File: config.mk
export PLATFORM = sky130hd
export DESIGN_NAME = gh_tracking_filter_unit
export DESIGN_NICKNAME = d
export VERILOG_FILES = /design/src/gtf_pkg.sv /design/src/gh_tracking_filter_unit.sv /design/src/gtf_ctrl.sv /design/src/gtf_datapath.sv
export SDC_FILE = /design/constraint.sdc
export NUM_CORES = 2
export LEC_CHECK = 0
export ABC_AREA = 1
export BUFFER_PORTS_ARGS = -buffer_cell sky130_fd_sc_hd__clkbuf_2
export CAP_MARGIN = 20
export CORE_MARGIN = 2
export CORE_UTILIZATION = 50
export CTS_CLUSTER_DIAMETER = 100
export DETAILED_ROUTE_END_ITERATION = 16
export GPL_TIMING_DRIVEN = 0
export PLACE_DENSITY_LB_ADDON = 0.2
export SETUP_SLACK_MARGIN = 0.15
export SLEW_MARGIN = 0
export SYNTH_ARGS = -nofsm -noshare
export SYNTH_HDL_FRONTEND = slang
export SYNTH_SLANG_ARGS = --single-unit
export TNS_END_PERCENT = 10
File: constraint.sdc
create_clock -name clk -period 9.15 [get_ports clk]
set_input_delay 1.3725 -clock clk [delete_from_list [all_inputs] [get_ports clk]]
set_output_delay 1.3725 -clock clk [all_outputs]
set_load 0.01 [all_outputs]
File: src/gtf_pkg.sv
// ----------------------------------------------------------------------------
// gtf_pkg
// Shared types, constants and helpers for the g-h tracking filter.
// ----------------------------------------------------------------------------
package gtf_pkg;

  localparam int DATA_W     = 32;
  localparam int STEP_W     = 16;
  localparam int GAIN_W     = 16;
  localparam int CFG_IDX_W  = 3;
  localparam int STEP_FRAC  = 8;
  localparam int PGAIN_FRAC = 16;
  localparam int RGAIN_FRAC = 12;

  // residual is one bit wider than data; gains enter the multiplier zero-extended
  localparam int RESID_W = DATA_W + 1;
  localparam int MUL_B_W = GAIN_W + 1;
  localparam int PROD_W  = RESID_W + MUL_B_W;
  localparam int SUM_W   = DATA_W + 10;

  localparam logic [CFG_IDX_W-1:0] REG_INIT_POS   = 3'd0;
  localparam logic [CFG_IDX_W-1:0] REG_INIT_RATE  = 3'd1;
  localparam logic [CFG_IDX_W-1:0] REG_TIME_STEP  = 3'd2;
  localparam logic [CFG_IDX_W-1:0] REG_POS_GAIN   = 3'd3;
  localparam logic [CFG_IDX_W-1:0] REG_RATE_GAIN  = 3'd4;

  localparam logic [STEP_W-1:0] TIME_STEP_RST = 16'd256;
  localparam logic [GAIN_W-1:0] POS_GAIN_RST  = 16'd19661;
  localparam logic [GAIN_W-1:0] RATE_GAIN_RST = 16'd410;

  typedef enum logic [2:0] {
    S_IDLE,
    S_MUL_STEP,
    S_PRED,
    S_RESID,
    S_MUL_PG,
    S_EST,
    S_COMMIT
  } state_t;

  typedef enum logic [1:0] {
    MUL_RATE_STEP,
    MUL_RESID_PG,
    MUL_RESID_RG
  } mul_sel_t;

  typedef struct packed {
    logic     load_z;
    logic     mul_en;
    mul_sel_t mul_sel;
    logic     pred_en;
    logic     resid_en;
    logic     est_en;
    logic     commit;
  } dp_cmd_t;

  function automatic logic signed [DATA_W-1:0] sat_data(input logic signed [SUM_W-1:0] x);
    logic hi_same;
    hi_same = (x[SUM_W-1:DATA_W-1] == {(SUM_W-DATA_W+1){1'b0}}) ||
              (x[SUM_W-1:DATA_W-1] == {(SUM_W-DATA_W+1){1'b1}});
    if (hi_same) begin
      return x[DATA_W-1:0];
    end else if (x[SUM_W-1]) begin
      return {1'b1, {(DATA_W-1){1'b0}}};
    end else begin
      return {1'b0, {(DATA_W-1){1'b1}}};
    end
  endfunction

endpackage

File: src/gh_tracking_filter_unit.sv
// ----------------------------------------------------------------------------
// gh_tracking_filter_unit
// g-h (alpha-beta) tracking filter over signed Q16.16 position samples.
// ----------------------------------------------------------------------------
// Each measurement transaction yields one result holding the updated position
// estimate and the prediction made before the update. The sequencer accepts
// no new measurement until the current one is committed: three dependent
// products (rate * step, residual * g, residual * h/dt) pass one after another
// through a single 33x17 multiplier, with a registered round/saturate add
// between them. A finished result waits in the output register while the next
// measurement is accepted and processed. Writing initial_position or
// initial_rate loads the matching estimate at once. The user must write
// configuration only while the filter is idle; the block does not enforce it.
module gh_tracking_filter_unit
  import gtf_pkg::*;
(
  input  logic                        clk,
  input  logic                        rst,
  input  logic                        in_valid,
  output logic                        in_stall,
  input  logic signed [DATA_W-1:0]    measurement,
  output logic                        out_valid,
  input  logic                        out_stall,
  output logic signed [DATA_W-1:0]    estimate,
  output logic signed [DATA_W-1:0]    prediction,
  input  logic                        cfg_valid,
  output logic                        cfg_ready,
  input  logic [CFG_IDX_W-1:0]        cfg_index,
  input  logic [DATA_W-1:0]           cfg_data
);

  dp_cmd_t cmd;

  assign cfg_ready = 1'b1;

  gtf_ctrl u_ctrl (
    .clk       (clk),
    .rst       (rst),
    .in_valid  (in_valid),
    .in_stall  (in_stall),
    .out_valid (out_valid),
    .out_stall (out_stall),
    .cmd       (cmd)
  );

  gtf_datapath u_datapath (
    .clk         (clk),
    .rst         (rst),
    .cmd         (cmd),
    .cfg_we      (cfg_valid && cfg_ready),
    .cfg_index   (cfg_index),
    .cfg_data    (cfg_data),
    .measurement (measurement),
    .estimate    (estimate),
    .prediction  (prediction)
  );

endmodule

File: src/gtf_ctrl.sv
// ----------------------------------------------------------------------------
// gtf_ctrl
// Sequencer for the filter update: steps the shared multiplier and the
// update registers, and owns the input and output handshakes.
// ----------------------------------------------------------------------------
module gtf_ctrl
  import gtf_pkg::*;
(
  input  logic    clk,
  input  logic    rst,
  input  logic    in_valid,
  output logic    in_stall,
  output logic    out_valid,
  input  logic    out_stall,
  output dp_cmd_t cmd
);

  state_t state, state_next;
  logic   out_valid_next;

  always_ff @(posedge clk) begin
    if (rst) begin
      state     <= S_IDLE;
      out_valid <= 1'b0;
    end else begin
      state     <= state_next;
      out_valid <= out_valid_next;
    end
  end

  always_comb begin
    state_next     = state;
    cmd            = '0;
    cmd.mul_sel    = MUL_RATE_STEP;
    in_stall       = (state != S_IDLE);
    out_valid_next = out_valid && out_stall;
    unique case (state)
      S_IDLE: begin
        if (in_valid) begin
          cmd.load_z = 1'b1;
          state_next = S_MUL_STEP;
        end
      end
      S_MUL_STEP: begin
        cmd.mul_en  = 1'b1;
        cmd.mul_sel = MUL_RATE_STEP;
        state_next  = S_PRED;
      end
      S_PRED: begin
        cmd.pred_en = 1'b1;
        state_next  = S_RESID;
      end
      S_RESID: begin
        cmd.resid_en = 1'b1;
        state_next   = S_MUL_PG;
      end
      S_MUL_PG: begin
        cmd.mul_en  = 1'b1;
        cmd.mul_sel = MUL_RESID_PG;
        state_next  = S_EST;
      end
      S_EST: begin
        cmd.est_en  = 1'b1;
        cmd.mul_en  = 1'b1;
        cmd.mul_sel = MUL_RESID_RG;
        state_next  = S_COMMIT;
      end
      S_COMMIT: begin
        if (!out_valid || !out_stall) begin
          cmd.commit     = 1'b1;
          out_valid_next = 1'b1;
          state_next     = S_IDLE;
        end
      end
      default: begin
        state_next = S_IDLE;
      end
    endcase
  end

  a_accept_starts: assert property (@(posedge clk) disable iff (rst)
    (state == S_IDLE && in_valid) |=> (state == S_MUL_STEP))
    else $error("accepted transaction did not start the update");

  a_commit_shows: assert property (@(posedge clk) disable iff (rst)
    cmd.commit |=> out_valid)
    else $error("committed result not presented");

  a_hold_when_full: assert property (@(posedge clk) disable iff (rst)
    (state == S_COMMIT && out_valid && out_stall) |=> (state == S_COMMIT))
    else $error("result committed over a waiting transaction");

  a_one_step: assert property (@(posedge clk) disable iff (rst)
    $onehot0({cmd.load_z, cmd.pred_en, cmd.resid_en, cmd.est_en, cmd.commit}))
    else $error("more than one update step in a cycle");

endmodule

File: src/gtf_datapath.sv
// ----------------------------------------------------------------------------
// gtf_datapath
// Estimate state, configuration registers, one shared multiplier and the
// round/saturate adders of the g-h update.
// ----------------------------------------------------------------------------
module gtf_datapath
  import gtf_pkg::*;
(
  input  logic                     clk,
  input  logic                     rst,
  input  dp_cmd_t                  cmd,
  input  logic                     cfg_we,
  input  logic [CFG_IDX_W-1:0]     cfg_index,
  input  logic [DATA_W-1:0]        cfg_data,
  input  logic signed [DATA_W-1:0] measurement,
  output logic signed [DATA_W-1:0] estimate,
  output logic signed [DATA_W-1:0] prediction
);

  logic signed [DATA_W-1:0]  position;
  logic signed [DATA_W-1:0]  rate;
  logic [STEP_W-1:0]         time_step;
  logic [GAIN_W-1:0]         position_gain;
  logic [GAIN_W-1:0]         rate_gain;

  logic signed [DATA_W-1:0]  z;
  logic signed [DATA_W-1:0]  pred;
  logic signed [DATA_W-1:0]  est;
  logic signed [RESID_W-1:0] resid;
  logic signed [PROD_W-1:0]  prod;

  logic signed [RESID_W-1:0] mul_a;
  logic signed [MUL_B_W-1:0] mul_b;
  logic signed [PROD_W-1:0]  rnd_step;
  logic signed [PROD_W-1:0]  rnd_pg;
  logic signed [PROD_W-1:0]  rnd_rg;
  logic signed [SUM_W-1:0]   pred_sum;
  logic signed [SUM_W-1:0]   est_sum;
  logic signed [SUM_W-1:0]   rate_sum;

  always_comb begin
    mul_a = RESID_W'(rate);
    mul_b = $signed({1'b0, time_step});
    unique case (cmd.mul_sel)
      MUL_RATE_STEP: begin
        mul_a = RESID_W'(rate);
        mul_b = $signed({1'b0, time_step});
      end
      MUL_RESID_PG: begin
        mul_a = resid;
        mul_b = $signed({1'b0, position_gain});
      end
      MUL_RESID_RG: begin
        mul_a = resid;
        mul_b = $signed({1'b0, rate_gain});
      end
      default: begin
        mul_a = resid;
        mul_b = '0;
      end
    endcase
  end

  assign rnd_step = (prod + $signed(PROD_W'(1) << (STEP_FRAC - 1))) >>> STEP_FRAC;
  assign rnd_pg   = (prod + $signed(PROD_W'(1) << (PGAIN_FRAC - 1))) >>> PGAIN_FRAC;
  assign rnd_rg   = (prod + $signed(PROD_W'(1) << (RGAIN_FRAC - 1))) >>> RGAIN_FRAC;

  assign pred_sum = SUM_W'(position) + $signed(rnd_step[SUM_W-1:0]);
  assign est_sum  = SUM_W'(pred) + $signed(rnd_pg[SUM_W-1:0]);
  assign rate_sum = SUM_W'(rate) + $signed(rnd_rg[SUM_W-1:0]);

  always_ff @(posedge clk) begin
    if (rst) begin
      position      <= '0;
      rate          <= '0;
      time_step     <= TIME_STEP_RST;
      position_gain <= POS_GAIN_RST;
      rate_gain     <= RATE_GAIN_RST;
    end else if (cmd.commit) begin
      position <= est;
      rate     <= sat_data(rate_sum);
    end else if (cfg_we) begin
      unique case (cfg_index)
        REG_INIT_POS:  position      <= $signed(cfg_data);
        REG_INIT_RATE: rate          <= $signed(cfg_data);
        REG_TIME_STEP: time_step     <= cfg_data[STEP_W-1:0];
        REG_POS_GAIN:  position_gain <= cfg_data[GAIN_W-1:0];
        REG_RATE_GAIN: rate_gain     <= cfg_data[GAIN_W-1:0];
        default: begin
        end
      endcase
    end
  end

  always_ff @(posedge clk) begin
    if (cmd.load_z) begin
      z <= measurement;
    end
    if (cmd.mul_en) begin
      prod <= mul_a * mul_b;
    end
    if (cmd.pred_en) begin
      pred <= sat_data(pred_sum);
    end
    if (cmd.resid_en) begin
      resid <= RESID_W'(z) - RESID_W'(pred);
    end
    if (cmd.est_en) begin
      est <= sat_data(est_sum);
    end
    if (cmd.commit) begin
      estimate   <= est;
      prediction <= pred;
    end
  end

endmodule

==> impl_metrics.csv <==
group,metric,value,unit
run_status,status,"finished, final reports clean",
layout,utilization,55.2,%
sta,fmax,115,MHz
logic_synthesis,synth_top_area_share,23.5,%
logic_synthesis,synth_xor_area_share,5.32,%
place,gp_congestion,1.03,
route,wire_per_inst,22.9,um
logic_synthesis,yosysTopAreaCell,"fa_1",
sta,rsz0062_at_grt,"false",
route,drc,0,
global_route,antenna_found_initial,17,
logic_synthesis,mappedNetlistArea,0.0431,mm^2
sta,final-hold-violation-count,0,
route,num_vias,38300,
logic_synthesis,synth_compound_area_share,10.1,%
clocking,cts.sinks,352,
route,drtPass1Iterations,7,
route,viasPerCell,5.50,
floorplan,die_h,298,um
floorplan,io_pins,139,
logic_synthesis,ys_warn_count,0,
run,maxCapViolations,0,
sta,setup_violations,0,
place,dp_hpwl,138000,um
layout,area_growth_syn_to_layout,9.31,%
sta,clock_skew,43.3,ps
global_route,grt_pass1_vias,36900,
logic_synthesis,synth_cells,5595,
logic_synthesis,ys_seq_area_share,21.8,%
critical_path,rr_worst_depth,33,
clocking,ctsHtreeMaxLevel,2,
logic_synthesis,synth_mux_area_share,0.0494,%
critical_path,critPathRequiredTime,9470,ps
critical_path,crit_type,"register to register",
clocking,cts.clk_slew.worst_paths,70,ps
sta,drv_slew,0,
critical_path,r2r_start,"u_ctrl.state[0]$_SDFFE_PP0P_",
min_path,hp-start,"u_datapath.est[27]$_DFFE_PP_",
critical_path,cpMostUsedCell,"inv_1",
logic_synthesis,synth-seq-cells,352,
logic_synthesis,synth_adder_area_share,31.2,%
layout,finalNetCount,6635,
global_route,grt_pass1_wl,236000,um
logic_synthesis,synth_edf_count,236,
logic_synthesis,avgSynthCellArea,7.70,um^2
clocking,insertion_delay,610,ps
critical_path,cp_slowest_cell,"fa_1",
pwr,leakage,22.6,nW
floorplan,core,0.0853,mm^2
logic_synthesis,synth_top_family_by_area,"adder cells",
critical_path,worstSetupEndpointType,"register",
floorplan,initial_core_util,50.5,%
floorplan,dieWidth,298,um
logic_synthesis,yosysUniqueCellTypes,65,
route,wirelength,159000,um
pwr,powerDensity,127,mW/mm^2
min_path,worstHoldEndpoint,"u_datapath.estimate[27]$_DFFE_PP_",
pwr,ir_drop,0.168,mV
logic_synthesis,synth_nets,6437,
place,pre_cts_ws,-192,ps
clocking,cts_tree,"yes",
critical_path,r2r_end,"u_datapath.prod[45]$_DFFE_PP_",
floorplan,rows,107,
sta,tightest_slew,1170,ps
sta,period_minus_slack,8730,ps
sta,fin_crit_sh,95.4,%
logic_synthesis,synthTopCellsByArea,"fa_1 23%, edfxtp_1 16%, nand2_1 11%",
layout,drive_gt1_share,7.16,%
clocking,cts_buffers,42,
clocking,clockBufferDepth,3,
route,ant_nets,0,
place,port_buffers,136,
min_path,hold_path_class,"register to register",
critical_path,worstPathArrival,9050,ps
min_path,hold_depth,0,
critical_path,ff2ff_setup_slack,420,ps
global_route,grt_use_total,36.0,%
pwr,total_power,5.97,mW
clocking,cts-root-buf,"clkbuf_16",
logic_synthesis,synth_flop_cell,"edfxtp_1",
critical_path,max_stage_delay,600,ps
critical_path,critical_path.max_fanout,10,
critical_path,worstSetupStartpointType,"register",
sta,tns,0,ps
sta,slew_headroom,21.2,%
floorplan,die_area,0.0885,mm^2
logic_synthesis,async_reset_ff_share,0,%
global_route,grt_overflow,0,
sta,fin_ws,422,ps
route,drt_iter0_markers,3730,
global_route,grt_max_degree,58,
logic_synthesis,yosys.area_share.simple,19.5,%
-- layer usage --
metal,global-route usage (%),wire length (um),up-vias
li1,-,-,17800
met3,8.24,16000,250
met1,51.1,68300,18700
met4,11.3,5240,8
met5,0,55,-
met2,54.7,69800,1622
-- what timing repair did --
action / CTS / global route
buffers inserted: 0 / 0
gates resized for setup: 6 / 56
hold buffers: 0 / 0
endpoints found under the setup margin: 13 / 23
-- area by class of cell --
cell class              count  area, um^2
inverters                1172        4400
flip-flops and latches    352        9410
clock inverters            25         377
fillers                  8302       38200
multi-input cells        3909       28700
plain buffers             162         795
diodes                      5        12.5
repair buffers            154         898
clock buffers              51        1130
well taps                1144        1430
-- synth_stat cells, drive strengths merged, types with 19 or more instances --
library cell,instances
nor3,51
a21oi,371
nor4,24
ha,265
edfxtp,236
o211ai,19
nand3,162
inv,1164
o21bai,22
a31oi,42
xnor2,82
dfxtp,116
clkbuf,91
o21ai,304
fa,505
nand2,1269
xor2,177
nor2,525
buf,71
-- worst max-delay path, delay by kind of cell, from the launching register on --
family / cells / cell delay, ps
simple gates: 6 / 1190
xor+xnor: 1 / 120
compound gates: 7 / 1300
fa+ha+maj: 7 / 3580
buf+inv: 12 / 1800
flops: 1 / 440
-- stage by stage --
stage	hold slack [ps]	cells	cell area, um^2
finish	440	6974	47100
global route	447	6969	47100
CTS	443	6967	47000
detailed placement	439	6891	45400
global placement	440	6875	45200
floorplan	421	5595	43100
-- where the power goes --
group | switching (mW) | leakage (nW) | internal, mW
logic | 1.57 | 18.7 | 0.637
registers | 0.0929 | 3.11 | 1.85
clock network | 0.731 | 0.723 | 1.09
total | 2.39 | 22.6 | 3.58
-- worst max path at each step --
| stage | start | end | slack [ps] |
|---|---|---|---|
| floorplan | u_ctrl.state[0]$_SDFFE_PP0P_ | u_datapath.prod[35]$_DFFE_PP_ | 1400 |
| global placement | u_ctrl.state[0]$_SDFFE_PP0P_ | u_datapath.prod[43]$_DFFE_PP_ | -1190 |
| detailed placement | u_ctrl.state[0]$_SDFFE_PP0P_ | u_datapath.prod[47]$_DFFE_PP_ | -190 |
| CTS | u_ctrl.state[0]$_SDFFE_PP0P_ | u_datapath.prod[43]$_DFFE_PP_ | 50 |
| global route | u_ctrl.state[0]$_SDFFE_PP0P_ | u_datapath.prod[45]$_DFFE_PP_ | 200 |
| finish | u_ctrl.state[0]$_SDFFE_PP0P_ | u_datapath.prod[45]$_DFFE_PP_ | 420 |
-- flip-flops by register name (all words and copies together), names as in the netlist, 16 cells and up --
| register | cells |
|---|---|
| u_datapath.z | 32 |
| u_datapath.prod | 43 |
| u_datapath.estimate | 32 |
| u_datapath.resid | 33 |
| u_datapath.time_step | 16 |
| u_datapath.prediction | 32 |
| u_datapath.est | 32 |
| u_datapath.rate | 32 |
| u_datapath.position | 32 |
| u_datapath.position_gain | 16 |
| u_datapath.pred | 32 |
| u_datapath.rate_gain | 16 |
-- cell families (layout without fill, tap and decap cells) --
group                    Yosys count  after routing
AND/OR/NAND/NOR                 2067           2067
XOR/XNOR                         259            259
AO/OA/AOI/OAI                    810            810
adder cells (fa/ha/maj)          770            770
multiplexers                       2              2
buffers and inverters           1334           1564
other                              1              6
flip-flops                       352            352
-- placed cells by master (no fill, tap or decap), drive strengths merged, types with 7 or more instances in the layout --
| master | count |
|---|---|
| nor4 | 24 |
| o211ai | 19 |
| nand3 | 162 |
| ha | 265 |
| clkinv | 17 |
| o21bai | 22 |
| fa | 505 |
| xor2 | 177 |
| nand4 | 18 |
| a21oi | 371 |
| a31oi | 42 |
| inv | 1170 |
| nor3 | 51 |
| a21boi | 8 |
| o21a | 13 |
| bufinv | 7 |
| o21ai | 304 |
| a21o | 8 |
| dfxtp | 116 |
| clkbuf | 285 |
| nand2 | 1269 |
| buf | 82 |
| nor2 | 525 |
| xnor2 | 82 |
| edfxtp | 236 |
(Power assumes the default switching activity.)
